--- config.mk ---
export PLATFORM = sky130hd
export DESIGN_NAME = bounded_linked_list_engine
export DESIGN_NICKNAME = d
export VERILOG_FILES = /design/src/rtl/bll_pkg.sv /design/src/rtl/bounded_linked_list_engine.sv /design/src/rtl/bll_node_store.sv
export SDC_FILE = /design/constraint.sdc
export NUM_CORES = 2
export LEC_CHECK = 0
export ABC_AREA = 1
export BUFFER_PORTS_ARGS = -buffer_cell sky130_fd_sc_hd__buf_4
export CAP_MARGIN = 20
export CORE_MARGIN = 10
export CORE_UTILIZATION = 32
export DETAILED_ROUTE_END_ITERATION = 16
export PLACE_DENSITY_LB_ADDON = 0.05
export SLEW_MARGIN = 20
export SYNTH_ARGS = -nofsm -noshare
export SYNTH_HDL_FRONTEND = slang
export SYNTH_SLANG_ARGS = --single-unit
--- constraint.sdc ---
create_clock -name i_clk -period 10.8 [get_ports i_clk]
set_input_delay 1.08 -clock i_clk [delete_from_list [all_inputs] [get_ports i_clk]]
set_output_delay 1.08 -clock i_clk [all_outputs]
set_load 0.1 [all_outputs]
--- src/rtl/bll_pkg.sv ---
// ============================================================================
// bll_pkg: shared constants and types of the bounded linked list engine
// Sizes, command and status codes, and the request/response bundles that
// pass between the sequencer and the node store.
// ============================================================================
`default_nettype none

package bll_pkg;

    // Node store size and derived widths
    localparam int DEPTH = 64;
    localparam int AW    = $clog2(DEPTH);
    localparam int CW    = $clog2(DEPTH + 1);

    // Fixed field widths
    localparam int OP_W  = 3;
    localparam int VAL_W = 16;
    localparam int POS_W = 6;
    localparam int ST_W  = 2;
    localparam int LEN_W = 7;

    // Command codes
    localparam logic [OP_W-1:0] OP_PUSH_BACK  = 3'd0;
    localparam logic [OP_W-1:0] OP_PUSH_FRONT = 3'd1;
    localparam logic [OP_W-1:0] OP_POP_FRONT  = 3'd2;
    localparam logic [OP_W-1:0] OP_REMOVE     = 3'd3;
    localparam logic [OP_W-1:0] OP_CONTAINS   = 3'd4;
    localparam logic [OP_W-1:0] OP_GET        = 3'd5;

    // Status codes
    localparam logic [ST_W-1:0] ST_OK   = 2'd0;
    localparam logic [ST_W-1:0] ST_MISS = 2'd1;
    localparam logic [ST_W-1:0] ST_FULL = 2'd2;

    // Sequencer to node store
    typedef struct packed {
        logic [AW-1:0]    rd_addr;
        logic             val_we;
        logic [AW-1:0]    val_addr;
        logic [VAL_W-1:0] val_data;
        logic             lnk_we;
        logic [AW-1:0]    lnk_addr;
        logic [AW-1:0]    lnk_data;
    } t_store_req;

    // Node store to sequencer: registered read of the node at rd_addr
    typedef struct packed {
        logic [VAL_W-1:0] value;
        logic [AW-1:0]    link;
    } t_store_rsp;

endpackage

`default_nettype wire

--- src/rtl/bounded_linked_list_engine.sv ---
// ============================================================================
// bounded_linked_list_engine: ordered list of signed 16-bit values
// Pulse start while busy is low to issue one request (push back, push front,
// pop front, remove value, contains, get at position). Exactly one result
// follows, shown for a single cycle with o_done high; the receiver cannot
// stall it, so capture it on that cycle. A request refused up front (push
// when full, pop or search on an empty list, get out of range, undefined
// code) answers in the next cycle. Push runs through S_PUSH, pop through
// S_POP and S_FREE; contains and get walk in S_WALK to the matching node,
// remove then runs through S_FREE too; a miss walks the whole list. The single
// read port of the node store yields one node per cycle in the walk, and its
// registered link feeds the next read address. busy stays high until the
// result cycle, and a new request may be issued in the result cycle itself.
// ============================================================================
`default_nettype none

module bounded_linked_list_engine (
    input  wire                                    i_clk,
    input  wire                                    i_rst_n,
    input  wire                                    start,
    output logic                                   busy,
    input  wire        [bll_pkg::OP_W-1:0]         i_operation,
    input  wire signed [bll_pkg::VAL_W-1:0]        i_value,
    input  wire        [bll_pkg::POS_W-1:0]        i_position,
    output logic                                   o_done,
    output logic       [bll_pkg::ST_W-1:0]         o_status,
    output logic signed [bll_pkg::VAL_W-1:0]       o_read_value,
    output logic       [bll_pkg::LEN_W-1:0]        o_length
);

    typedef enum logic [4:0] {
        S_IDLE = 5'b00001,
        S_PUSH = 5'b00010,
        S_POP  = 5'b00100,
        S_WALK = 5'b01000,
        S_FREE = 5'b10000
    } t_state;

    t_state                     r_state, n_state;
    logic [bll_pkg::OP_W-1:0]   r_op,    n_op;
    logic [bll_pkg::VAL_W-1:0]  r_val,   n_val;
    logic [bll_pkg::POS_W-1:0]  r_pos,   n_pos;
    logic [bll_pkg::AW-1:0]     r_head,  n_head;
    logic [bll_pkg::AW-1:0]     r_tail,  n_tail;
    logic [bll_pkg::AW-1:0]     r_free,  n_free;
    logic [bll_pkg::CW-1:0]     r_count, n_count;
    logic [bll_pkg::AW-1:0]     r_slot,  n_slot;
    logic [bll_pkg::AW-1:0]     r_prev,  n_prev;
    logic [bll_pkg::AW-1:0]     r_idx,   n_idx;
    logic                       r_done,  n_done;
    logic [bll_pkg::ST_W-1:0]   r_status, n_status;
    logic [bll_pkg::VAL_W-1:0]  r_rv,    n_rv;

    bll_pkg::t_store_req        w_req;
    bll_pkg::t_store_rsp        w_rsp;
    logic                       w_match;
    logic [bll_pkg::CW-1:0]     w_idx_inc;

    bll_node_store u_store (
        .i_clk   (i_clk),
        .i_rst_n (i_rst_n),
        .i_req   (w_req),
        .o_rsp   (w_rsp)
    );

    // Walk compare: get matches on position, remove and contains on value
    assign w_idx_inc = bll_pkg::CW'(r_idx) + bll_pkg::CW'(1);
    assign w_match   = (r_op == bll_pkg::OP_GET)
                     ? (bll_pkg::CW'(r_idx) == bll_pkg::CW'(r_pos))
                     : (w_rsp.value == r_val);

    always_comb begin
        n_state  = r_state;
        n_op     = r_op;
        n_val    = r_val;
        n_pos    = r_pos;
        n_head   = r_head;
        n_tail   = r_tail;
        n_free   = r_free;
        n_count  = r_count;
        n_slot   = r_slot;
        n_prev   = r_prev;
        n_idx    = r_idx;
        n_done   = 1'b0;
        n_status = r_status;
        n_rv     = r_rv;

        // Default read: follow the link of the node just read
        w_req          = '0;
        w_req.rd_addr  = w_rsp.link;

        case (r_state)
            S_IDLE: begin
                // Fetch the free slot for a push, the head otherwise
                if (i_operation == bll_pkg::OP_PUSH_BACK ||
                    i_operation == bll_pkg::OP_PUSH_FRONT) begin
                    w_req.rd_addr = r_free;
                end else begin
                    w_req.rd_addr = r_head;
                end
                if (start) begin
                    n_op   = i_operation;
                    n_val  = i_value;
                    n_pos  = i_position;
                    n_slot = r_head;
                    n_prev = r_head;
                    n_idx  = '0;
                    n_rv   = '0;
                    case (i_operation)
                        bll_pkg::OP_PUSH_BACK, bll_pkg::OP_PUSH_FRONT: begin
                            if (r_count >= bll_pkg::CW'(bll_pkg::DEPTH)) begin
                                n_done   = 1'b1;
                                n_status = bll_pkg::ST_FULL;
                            end else begin
                                n_state = S_PUSH;
                            end
                        end
                        bll_pkg::OP_POP_FRONT: begin
                            if (r_count == '0) begin
                                n_done   = 1'b1;
                                n_status = bll_pkg::ST_MISS;
                            end else begin
                                n_state = S_POP;
                            end
                        end
                        bll_pkg::OP_REMOVE, bll_pkg::OP_CONTAINS: begin
                            if (r_count == '0) begin
                                n_done   = 1'b1;
                                n_status = bll_pkg::ST_MISS;
                            end else begin
                                n_state = S_WALK;
                            end
                        end
                        bll_pkg::OP_GET: begin
                            if (bll_pkg::CW'(i_position) >= r_count) begin
                                n_done   = 1'b1;
                                n_status = bll_pkg::ST_MISS;
                            end else begin
                                n_state = S_WALK;
                            end
                        end
                        default: begin
                            // Undefined code: answer and leave the list alone
                            n_done   = 1'b1;
                            n_status = bll_pkg::ST_MISS;
                        end
                    endcase
                end
            end

            S_PUSH: begin
                // Take the free slot; its link is the new free head
                n_free         = w_rsp.link;
                w_req.val_we   = 1'b1;
                w_req.val_addr = r_free;
                w_req.val_data = r_val;
                if (r_count == '0) begin
                    n_head = r_free;
                    n_tail = r_free;
                end else if (r_op == bll_pkg::OP_PUSH_BACK) begin
                    w_req.lnk_we   = 1'b1;
                    w_req.lnk_addr = r_tail;
                    w_req.lnk_data = r_free;
                    n_tail         = r_free;
                end else begin
                    w_req.lnk_we   = 1'b1;
                    w_req.lnk_addr = r_free;
                    w_req.lnk_data = r_head;
                    n_head         = r_free;
                end
                n_count  = r_count + bll_pkg::CW'(1);
                n_done   = 1'b1;
                n_status = bll_pkg::ST_OK;
                n_state  = S_IDLE;
            end

            S_POP: begin
                // Unhook the head, then release it
                n_rv    = w_rsp.value;
                n_head  = w_rsp.link;
                n_slot  = r_head;
                n_state = S_FREE;
            end

            S_WALK: begin
                if (w_match) begin
                    case (r_op)
                        bll_pkg::OP_REMOVE: begin
                            if (r_idx == '0) begin
                                n_head = w_rsp.link;
                            end else begin
                                w_req.lnk_we   = 1'b1;
                                w_req.lnk_addr = r_prev;
                                w_req.lnk_data = w_rsp.link;
                                if (r_slot == r_tail) begin
                                    n_tail = r_prev;
                                end
                            end
                            n_state = S_FREE;
                        end
                        bll_pkg::OP_GET: begin
                            n_rv     = w_rsp.value;
                            n_done   = 1'b1;
                            n_status = bll_pkg::ST_OK;
                            n_state  = S_IDLE;
                        end
                        default: begin
                            n_done   = 1'b1;
                            n_status = bll_pkg::ST_OK;
                            n_state  = S_IDLE;
                        end
                    endcase
                end else if (w_idx_inc >= r_count) begin
                    // Ran off the tail without a match
                    n_done   = 1'b1;
                    n_status = bll_pkg::ST_MISS;
                    n_state  = S_IDLE;
                end else begin
                    // Advance; the read of the next node is already issued
                    n_prev = r_slot;
                    n_slot = w_rsp.link;
                    n_idx  = r_idx + bll_pkg::AW'(1);
                end
            end

            S_FREE: begin
                // Return the slot to the head of the free list
                w_req.lnk_we   = 1'b1;
                w_req.lnk_addr = r_slot;
                w_req.lnk_data = r_free;
                n_free         = r_slot;
                n_count        = r_count - bll_pkg::CW'(1);
                n_done         = 1'b1;
                n_status       = bll_pkg::ST_OK;
                n_state        = S_IDLE;
            end

            default: begin
                n_state = S_IDLE;
            end
        endcase
    end

    always_ff @(posedge i_clk) begin
        if (!i_rst_n) begin
            r_state <= S_IDLE;
            r_head  <= '0;
            r_tail  <= '0;
            r_free  <= '0;
            r_count <= '0;
            r_done  <= 1'b0;
        end else begin
            r_state <= n_state;
            r_head  <= n_head;
            r_tail  <= n_tail;
            r_free  <= n_free;
            r_count <= n_count;
            r_done  <= n_done;
        end
    end

    // Request and result payload: no reset needed
    always_ff @(posedge i_clk) begin
        r_op     <= n_op;
        r_val    <= n_val;
        r_pos    <= n_pos;
        r_slot   <= n_slot;
        r_prev   <= n_prev;
        r_idx    <= n_idx;
        r_status <= n_status;
        r_rv     <= n_rv;
    end

    assign busy         = (r_state != S_IDLE);
    assign o_done       = r_done;
    assign o_status     = r_status;
    assign o_read_value = $signed(r_rv);
    assign o_length     = bll_pkg::LEN_W'(r_count);

`ifndef SYNTHESIS
    // An accepted request either answers at once or starts work
    a_accept_progress: assert property (@(posedge i_clk) disable iff (!i_rst_n)
        (start && !busy) |=> (r_state != S_IDLE || o_done))
        else $error("accepted request neither answered nor started");

    // A result only appears once the sequencer is back in idle
    a_done_idle: assert property (@(posedge i_clk) disable iff (!i_rst_n)
        o_done |-> (r_state == S_IDLE))
        else $error("result strobe while sequencer busy");

    // Full is reported only when the store really is full
    a_full_count: assert property (@(posedge i_clk) disable iff (!i_rst_n)
        (o_done && o_status == bll_pkg::ST_FULL) |->
            (r_count == bll_pkg::CW'(bll_pkg::DEPTH)))
        else $error("full status with room left");

    // The walk never steps past the last element
    a_walk_bound: assert property (@(posedge i_clk) disable iff (!i_rst_n)
        (r_state == S_WALK) |-> (bll_pkg::CW'(r_idx) < r_count))
        else $error("walk index beyond list length");

    // A successful push leaves a nonempty list
    a_push_len: assert property (@(posedge i_clk) disable iff (!i_rst_n)
        (o_done && o_status == bll_pkg::ST_OK &&
         (r_op == bll_pkg::OP_PUSH_BACK || r_op == bll_pkg::OP_PUSH_FRONT)) |->
            (o_length != '0))
        else $error("push reported done with empty list");
`endif

endmodule

`default_nettype wire

--- src/rtl/bll_node_store.sv ---
// ============================================================================
// bll_node_store: node value and link memories
// One write port per memory and one shared read address; read data is
// registered. Links read as slot+1, wrapping to 0 at the last slot, until written.
// ============================================================================
`default_nettype none

module bll_node_store (
    input  wire                      i_clk,
    input  wire                      i_rst_n,
    input  wire bll_pkg::t_store_req i_req,
    output bll_pkg::t_store_rsp      o_rsp
);

    logic [bll_pkg::VAL_W-1:0] r_val_mem [bll_pkg::DEPTH];
    logic [bll_pkg::AW-1:0]    r_lnk_mem [bll_pkg::DEPTH];
    logic [bll_pkg::DEPTH-1:0] r_lnk_vld;

    logic [bll_pkg::AW-1:0]    r_rd_addr;
    logic [bll_pkg::VAL_W-1:0] r_val_q;
    logic [bll_pkg::AW-1:0]    r_lnk_q;
    logic                      r_vld_q;
    logic [bll_pkg::AW-1:0]    w_dflt_link;

    always_ff @(posedge i_clk) begin
        if (i_req.val_we) begin
            r_val_mem[i_req.val_addr] <= i_req.val_data;
        end
        r_val_q <= r_val_mem[i_req.rd_addr];
    end

    always_ff @(posedge i_clk) begin
        if (i_req.lnk_we) begin
            r_lnk_mem[i_req.lnk_addr] <= i_req.lnk_data;
        end
        r_lnk_q   <= r_lnk_mem[i_req.rd_addr];
        r_rd_addr <= i_req.rd_addr;
    end

    // Track which links have been written since reset
    always_ff @(posedge i_clk) begin
        if (!i_rst_n) begin
            r_lnk_vld <= '0;
            r_vld_q   <= 1'b0;
        end else begin
            if (i_req.lnk_we) begin
                r_lnk_vld[i_req.lnk_addr] <= 1'b1;
            end
            r_vld_q <= r_lnk_vld[i_req.rd_addr];
        end
    end

    // Unwritten link: next slot, wrapping at the end of the store
    assign w_dflt_link = (r_rd_addr == bll_pkg::AW'(bll_pkg::DEPTH - 1)) ? '0
                       : r_rd_addr + bll_pkg::AW'(1);

    assign o_rsp.value = r_val_q;
    assign o_rsp.link  = r_vld_q ? r_lnk_q : w_dflt_link;

endmodule

`default_nettype wire

Word level (Yosys, flattened, before mapping)
Memories as Yosys holds them, arrays and structs flattened. A register that Yosys moved wholly into a read port is not among the register bits.
Index checks and enable logic that the tools add are counted.
{"block": "totals", "latch_bits": 0, "input_bits": 28, "romBits": 0, "output_inout_bits": 27, "n_memories": 2, "ff_bits": 163, "word_cells": 171, "mem_bits_rw": 1408}
{"block": "op_classes", "n_mux": 78, "n_eq_ne": 38, "addsub": 5, "magnitude_cmp": 6, "shift": 0, "n_bitwise": 1, "multipliers": 0, "reduce_logical": 24, "n_div": 0}
{"name": "u_store.r_val_mem", "words": 64, "width": 16, "read_ports": 1, "rd_ports_with_merged_regs": 1, "write_ports": 1, "line": "bll_node_store.sv:15", "rtl": "logic [bll_pkg::VAL_W-1:0] r_val_mem [bll_pkg::DEPTH];"}
{"name": "u_store.r_lnk_mem", "words": 64, "width": 6, "read_ports": 1, "rd_ports_with_merged_regs": 1, "write_ports": 1, "line": "bll_node_store.sv:16", "rtl": "logic [bll_pkg::AW-1:0] r_lnk_mem [bll_pkg::DEPTH];"}
{"cell": "6-bit two-way mux", "n": 23}
{"cell": "64-bit OR", "n": 1}
{"cell": "13-bit two-way mux", "n": 4}
{"cell": "16-bit two-way mux", "n": 3}
{"cell": "16-bit one-hot mux with 3 select lines", "n": 1}
{"cell": "6-bit one-hot mux with 2 select lines", "n": 4}
{"cell": "5-bit two-way mux", "n": 8}
{"cell": "13-bit one-hot mux with 3 select lines", "n": 1}
{"cell": "6-bit one-hot mux with 3 select lines", "n": 2}
{"cell": "3-bit != test, second input constant", "n": 11}
{"cell": "23-bit two-way mux", "n": 1}
{"cell": "5-bit one-hot mux with 4 select lines", "n": 1}
{"cell": "16-bit equality test", "n": 1}
{"cell": "2-bit != test, second input constant", "n": 8}
{"cell": "5-bit one-hot mux with 3 select lines", "n": 1}
{"cell": "6-bit by 7-bit < comparator with 1-bit output, second input constant", "n": 2}
{"cell": "1-bit two-way mux", "n": 14}
{"cell": "2-bit two-way mux", "n": 7}
{"cell": "7-bit one-hot mux with 2 select lines", "n": 1}
{"cell": "7-bit AND reduction", "n": 2}
{"cell": "6-bit by 1-bit adder with 6-bit output, second input constant", "n": 2}
{"cell": "6-bit equality test", "n": 2}
{"cell": "12-bit two-way mux", "n": 1}
{"cell": "2-bit one-hot mux with 3 select lines", "n": 2}
{"cell": "34 further kinds", "n": 49}

Depth between registers and ports, before layout
{"block": "logic_depth", "word_depth": 12, "ltp_mapped": 16}

Modules after synthesis
A second synthesis with hierarchy kept.
{"block": "unflattened", "hier_cells": 5878, "hier_area_um2": 65749.3}
{"mod": "bll_node_store", "cells_each": 5205, "n_inst": 1, "area_per_inst_um2": 60463.0}
{"mod": "bounded_linked_list_engine", "cells_each": 673, "n_inst": 1, "area_per_inst_um2": 5286.3}

Least setup slack after synthesis
No wires, ideal clock.
{"block": "synth_path", "path_type": "register to register", "from": "register r_idx[0] (netlist name)", "to": "memory u_store.r_lnk_mem[0][0] (netlist name), data pin", "setup_slack_ns": 6.254, "t_arrival_ns": 3.844, "setup_time_ns": 0.703, "t_required_ns": 10.097, "stages_incl_launch_ff": 7, "cell_sequence": "edfxtp_1 > xor2_1 > nor3_1 > nand3_1 > nand2_2 > nand4_1 > o21ai_0"}
{"item": "start, declared", "line": "bounded_linked_list_engine.sv:49", "rtl": "logic [bll_pkg::AW-1:0] r_idx, n_idx;"}
{"item": "start signal, assigned", "line": "bounded_linked_list_engine.sv:269", "rtl": "r_idx <= n_idx;"}
{"item": "end, declared", "line": "bll_node_store.sv:16"}

Final worst setup path
{"block": "layout_path", "from": "register u_store.r_rd_addr[0] (netlist name)", "to": "register u_store.r_val_q[6] (netlist name), read port of u_store.r_val_mem"}
{"block": "layout_between", "elab_chain_len": 4, "word_cells_on_any_way": 5, "classes_between": "add/sub: 1; eq/ne: 1; mux: 3"}
{"item": "start, declared", "line": "bll_node_store.sv:19", "rtl": "logic [bll_pkg::AW-1:0] r_rd_addr;"}
{"item": "start signal, assigned", "line": "bll_node_store.sv:37", "rtl": "r_rd_addr <= i_req.rd_addr;"}
{"item": "6-bit by 1-bit adder with 6-bit output or 6-bit equality test (tied branches)", "line": "bll_node_store.sv:55, bll_node_store.sv:54"}
{"item": "6-bit two-way mux (*)", "line": "bll_node_store.sv:54", "rtl": "assign w_dflt_link = (r_rd_addr == bll_pkg::AW'(bll_pkg::DEPTH - 1)) ? '0"}
{"item": "6-bit two-way mux (*)", "line": "bll_node_store.sv:58", "rtl": "assign o_rsp.link = r_vld_q ? r_lnk_q : w_dflt_link;"}
{"item": "6-bit two-way mux (*)", "line": "bounded_linked_list_engine.sv:92", "rtl": "case (r_state)"}
{"item": "end, declared", "line": "bll_node_store.sv:20", "rtl": "logic [bll_pkg::VAL_W-1:0] r_val_q;"}
Mark *: on every way between the ends. The rest lies on a longest branch, timed or not.
A chain may end at the register's enable or synchronous reset.

==> flow_summary.toml <==
[status]
status = "finished, violations left"
violations = "antenna rules"

[power]
ir_worst_vdd_uv = 402.3
leakagePower_uw = 0.02687
power_density_mw_per_mm2 = 313.8

[placement]
dp_hpwl_mm = 116.5
place_area_mm2 = 0.06954
io_buffers = 54
globalplace.congestion = 0.7756
dp_cells = 8151

[global_route]
grt_max_degree = 187
antenna_found_initial = 4
grt_usage_pct = 18.17
gr-total-overflow = 0
grt_pass1_wl_mm = 303.1
grt_pass1_vias = 42022

[run]
cap_violations = 0

[clocking]
clkLatencyLatePin_ns = 0.83
cts.clk_slew.worst_paths_ns = 0.06
postCtsSetupRepairBufs = 0
ctsResizeCount = 0
ctsHtreeMaxLevel = 4
cts_tree = "built"
clk_path_buf_depth = 3
cts_made_buffers = 181
cts.sinks = 1593
ctsHoldBuffers = 0
cts_root_buf = "clkbuf_16"

[final_layout]
final_design_area_no_fill_mm2 = 0.07512
nFillCells = 20189
areaGrowthSynthToFinish_pct = 13.39
final_common_cell = "edfxtp_1"
layout-drive-gt1-share_pct = 8.243
finish.net_count = 5696
final_cells = 8481
final_cell_mix = "edfxtp_1 (1469), inv_1 (732), nand3_1 (607)"

[sta]
hold_viol_final = 0
tns_ns = 0
setup_viol = 0
worst_pin_slew_ns = 1.226
min_period_ns = 5.419
slew_viol_final = 0
finalCritPeriodShare_pct = 50.17
relSlewSlack_pct = 18.24
holdWs_ns = 0.4408
timing.fmax_mhz = 184.5
rsz0062_at_grt = "false"
finalClockSkew_ns = 0.03120

[logic_synthesis]
synth_cells = 5641
async_flop_share_pct = 0
yosysWarnings = 0
synthesis.area_mm2 = 0.06625
synthFlopType = "edfxtp_1"
ys_seq_area_share_pct = 70.33
yosysTopAreaCell = "edfxtp_1"
syn_nets = 5691
synth_top_cell_area_share_pct = 66.58
synth_edf_count = 1469
ys_seq_elements = 1593
synth_cell_types = 51
syn_avg_cell_area_um2 = 11.74
synthTopCellsByArea = "edfxtp_1 (67%), nand3_1 (4.6%), inv_1 (4.2%), dfxtp_1 (3.7%), o21ai_0 (3.7%)"

[die]
start_util_pct = 32.28
die_y_um = 475.0
pin_count = 55
die_area_mm2 = 0.2256
coreArea_mm2 = 0.2052
rows = 166
die_x_um = 475.0

[critical_path]
r2r_start = "u_store.r_rd_addr[0]"
start_kind = "register"
r2r_slack_ns = 5.38
cp.required_ns = 11.49
r2r-end = "u_store.r_val_q[6]"
rr_worst_depth = 14
critPathMaxFanout = 106
end_kind = "register"
arrival_ns = 6.11
critPathMostFrequentCell = "nand3_1"
crit_path_cell_trace = "ha_1 -> nand3_1 -> o21ai_2 -> nand3_4 -> nand2_8 -> buf_4 -> buf_4 -> nand2_1 -> o211ai_1 -> nand3_1 -> nand3_1 -> nand3_1 -> nand3_1 -> nand2_1"
crit_type = "register to register"
cp_slowest_cell = "buf_4"
slowest_delay_ns = 0.88
crit_family = "simple AND/OR/NAND/NOR gates"
cp_num_buf_inv = 2

[route]
ant_nets = 1
drt_first_pass_iters = 5
drt_iter0_markers = 3529
via_per_inst = 4.990
post_drt_wl_per_cell_um = 24.61
routed_wirelength_mm = 208.7
num_vias = 42324
drcViolationCount = 0

[worst_hold_path]
hold_path_startpoint = "i_value[15]"
worstHoldEndpoint = "r_val[15]"
holdCritPathClass = "input pin to register"
hold_path_depth = 1
-- power by group --
group	switching (uW)	internal [uW]
Combinational	7920	2690
Clock	2520	3370
Sequential	166	6910
-- state kept, by name, indices dropped and copies added (netlist names), 2 cells and up --
name	cells
u_store.r_val_mem	1024
r_idx	6
r_val	16
r_prev	6
r_head	6
u_store.r_lnk_vld	64
o_read_value	16
o_status	2
u_store.r_lnk_q	6
r_pos	6
r_free	6
o_length	7
u_store.r_lnk_mem	384
r_slot	6
u_store.r_rd_addr	6
r_op	3
u_store.r_val_q	16
r_tail	6
r_state	5
-- Yosys cell counts (18+ instances only) --
library cell and count:
buf_1 26, o21ai_1 241, o211ai_1 291, inv_1 735
o21ai_0 485, a21oi_1 436, xor2_1 20, nand3_1 608
dfxtp_1 124, edfxtp_1 1469, nor2_1 420, ha_1 21
buf_2 126, nand2_1 351, buf_4 58, buf_6 18
clkbuf_1 118
-- worst max path at each step --
stage                    startpoint                      end  slack (ns)  cells after the start
2_1_floorplan              r_idx[0]  u_store.r_lnk_mem[0][0]        6.25                      6
3_3_place_gp         i_operation[1]       u_store.r_val_q[6]        4.70                     15
3_5_place_dp         i_operation[1]       u_store.r_val_q[6]        4.69                     15
4_1_cts                  r_state[2]       u_store.r_val_q[6]        5.36                     14
5_1_grt        u_store.r_rd_addr[0]       u_store.r_val_q[6]        4.99                     14
6_report       u_store.r_rd_addr[0]       u_store.r_val_q[6]        5.38                     14
-- cell families (layout without fill, tap and decap cells) --
logic type / Yosys count / count (layout) / synth area share (%)
flops: 1593 / 1593 / 70.33
compound gates: 1481 / 1481 / 12.39
simple gates: 1430 / 1430 / 9.543
buf+inv: 1091 / 1237 / 6.986
xor+xnor: 24 / 24 / 0.3173
fa+ha+maj: 22 / 22 / 0.4268
other cells: 0 / 6 / 0
-- layer usage --
layer	track usage [%]	up-vias	part of all wire [%]
met1	23.45	21092	44
li1	-	20165	-
met2	31.74	782	50
met3	2.352	285	3.5
met5	0	-	0
met4	5.398	0	2.9
-- layout make-up --
class / instances / area, um^2 / share of cell area [%]
Antenna cell: 6 / 15.01 / 0.01999
Clock buffer: 258 / 5067 / 6.746
Clock inverter: 66 / 489.2 / 0.6512
Inverter: 743 / 2818 / 3.751
Multi-Input combinational cell: 2957 / 15410 / 20.51
Sequential cell: 1593 / 46590 / 62.03
Tap cell: 2688 / 3363 / 4.477
Timing Repair Buffer: 170 / 1363 / 1.814
-- through the flow --
stage	setup WS (ns)	power, uW	utilization [%]
2_1_floorplan	6.254	14360	-
3_5_place_dp	4.694	18020	33.89
6_report	5.381	23570	36.61
3_3_place_gp	4.704	18020	33.86
5_1_grt	4.994	25120	36.60
4_1_cts	5.362	23960	36.59
-- worst reg2reg max path: stages, from the launching register on --
cell and delay, ns:
dfxtp_1 0.36, ha_1 0.21, nand3_1 0.17, o21ai_2 0.24, nand3_4 0.40, nand2_8 0.60
buf_4 0.91, buf_4 0.99, nand2_1 0.22, o211ai_1 0.13, nand3_1 0.11, nand3_1 0.15
nand3_1 0.44, nand3_1 0.29, nand2_1 0.08
Power figures use the tool's default switching activity.
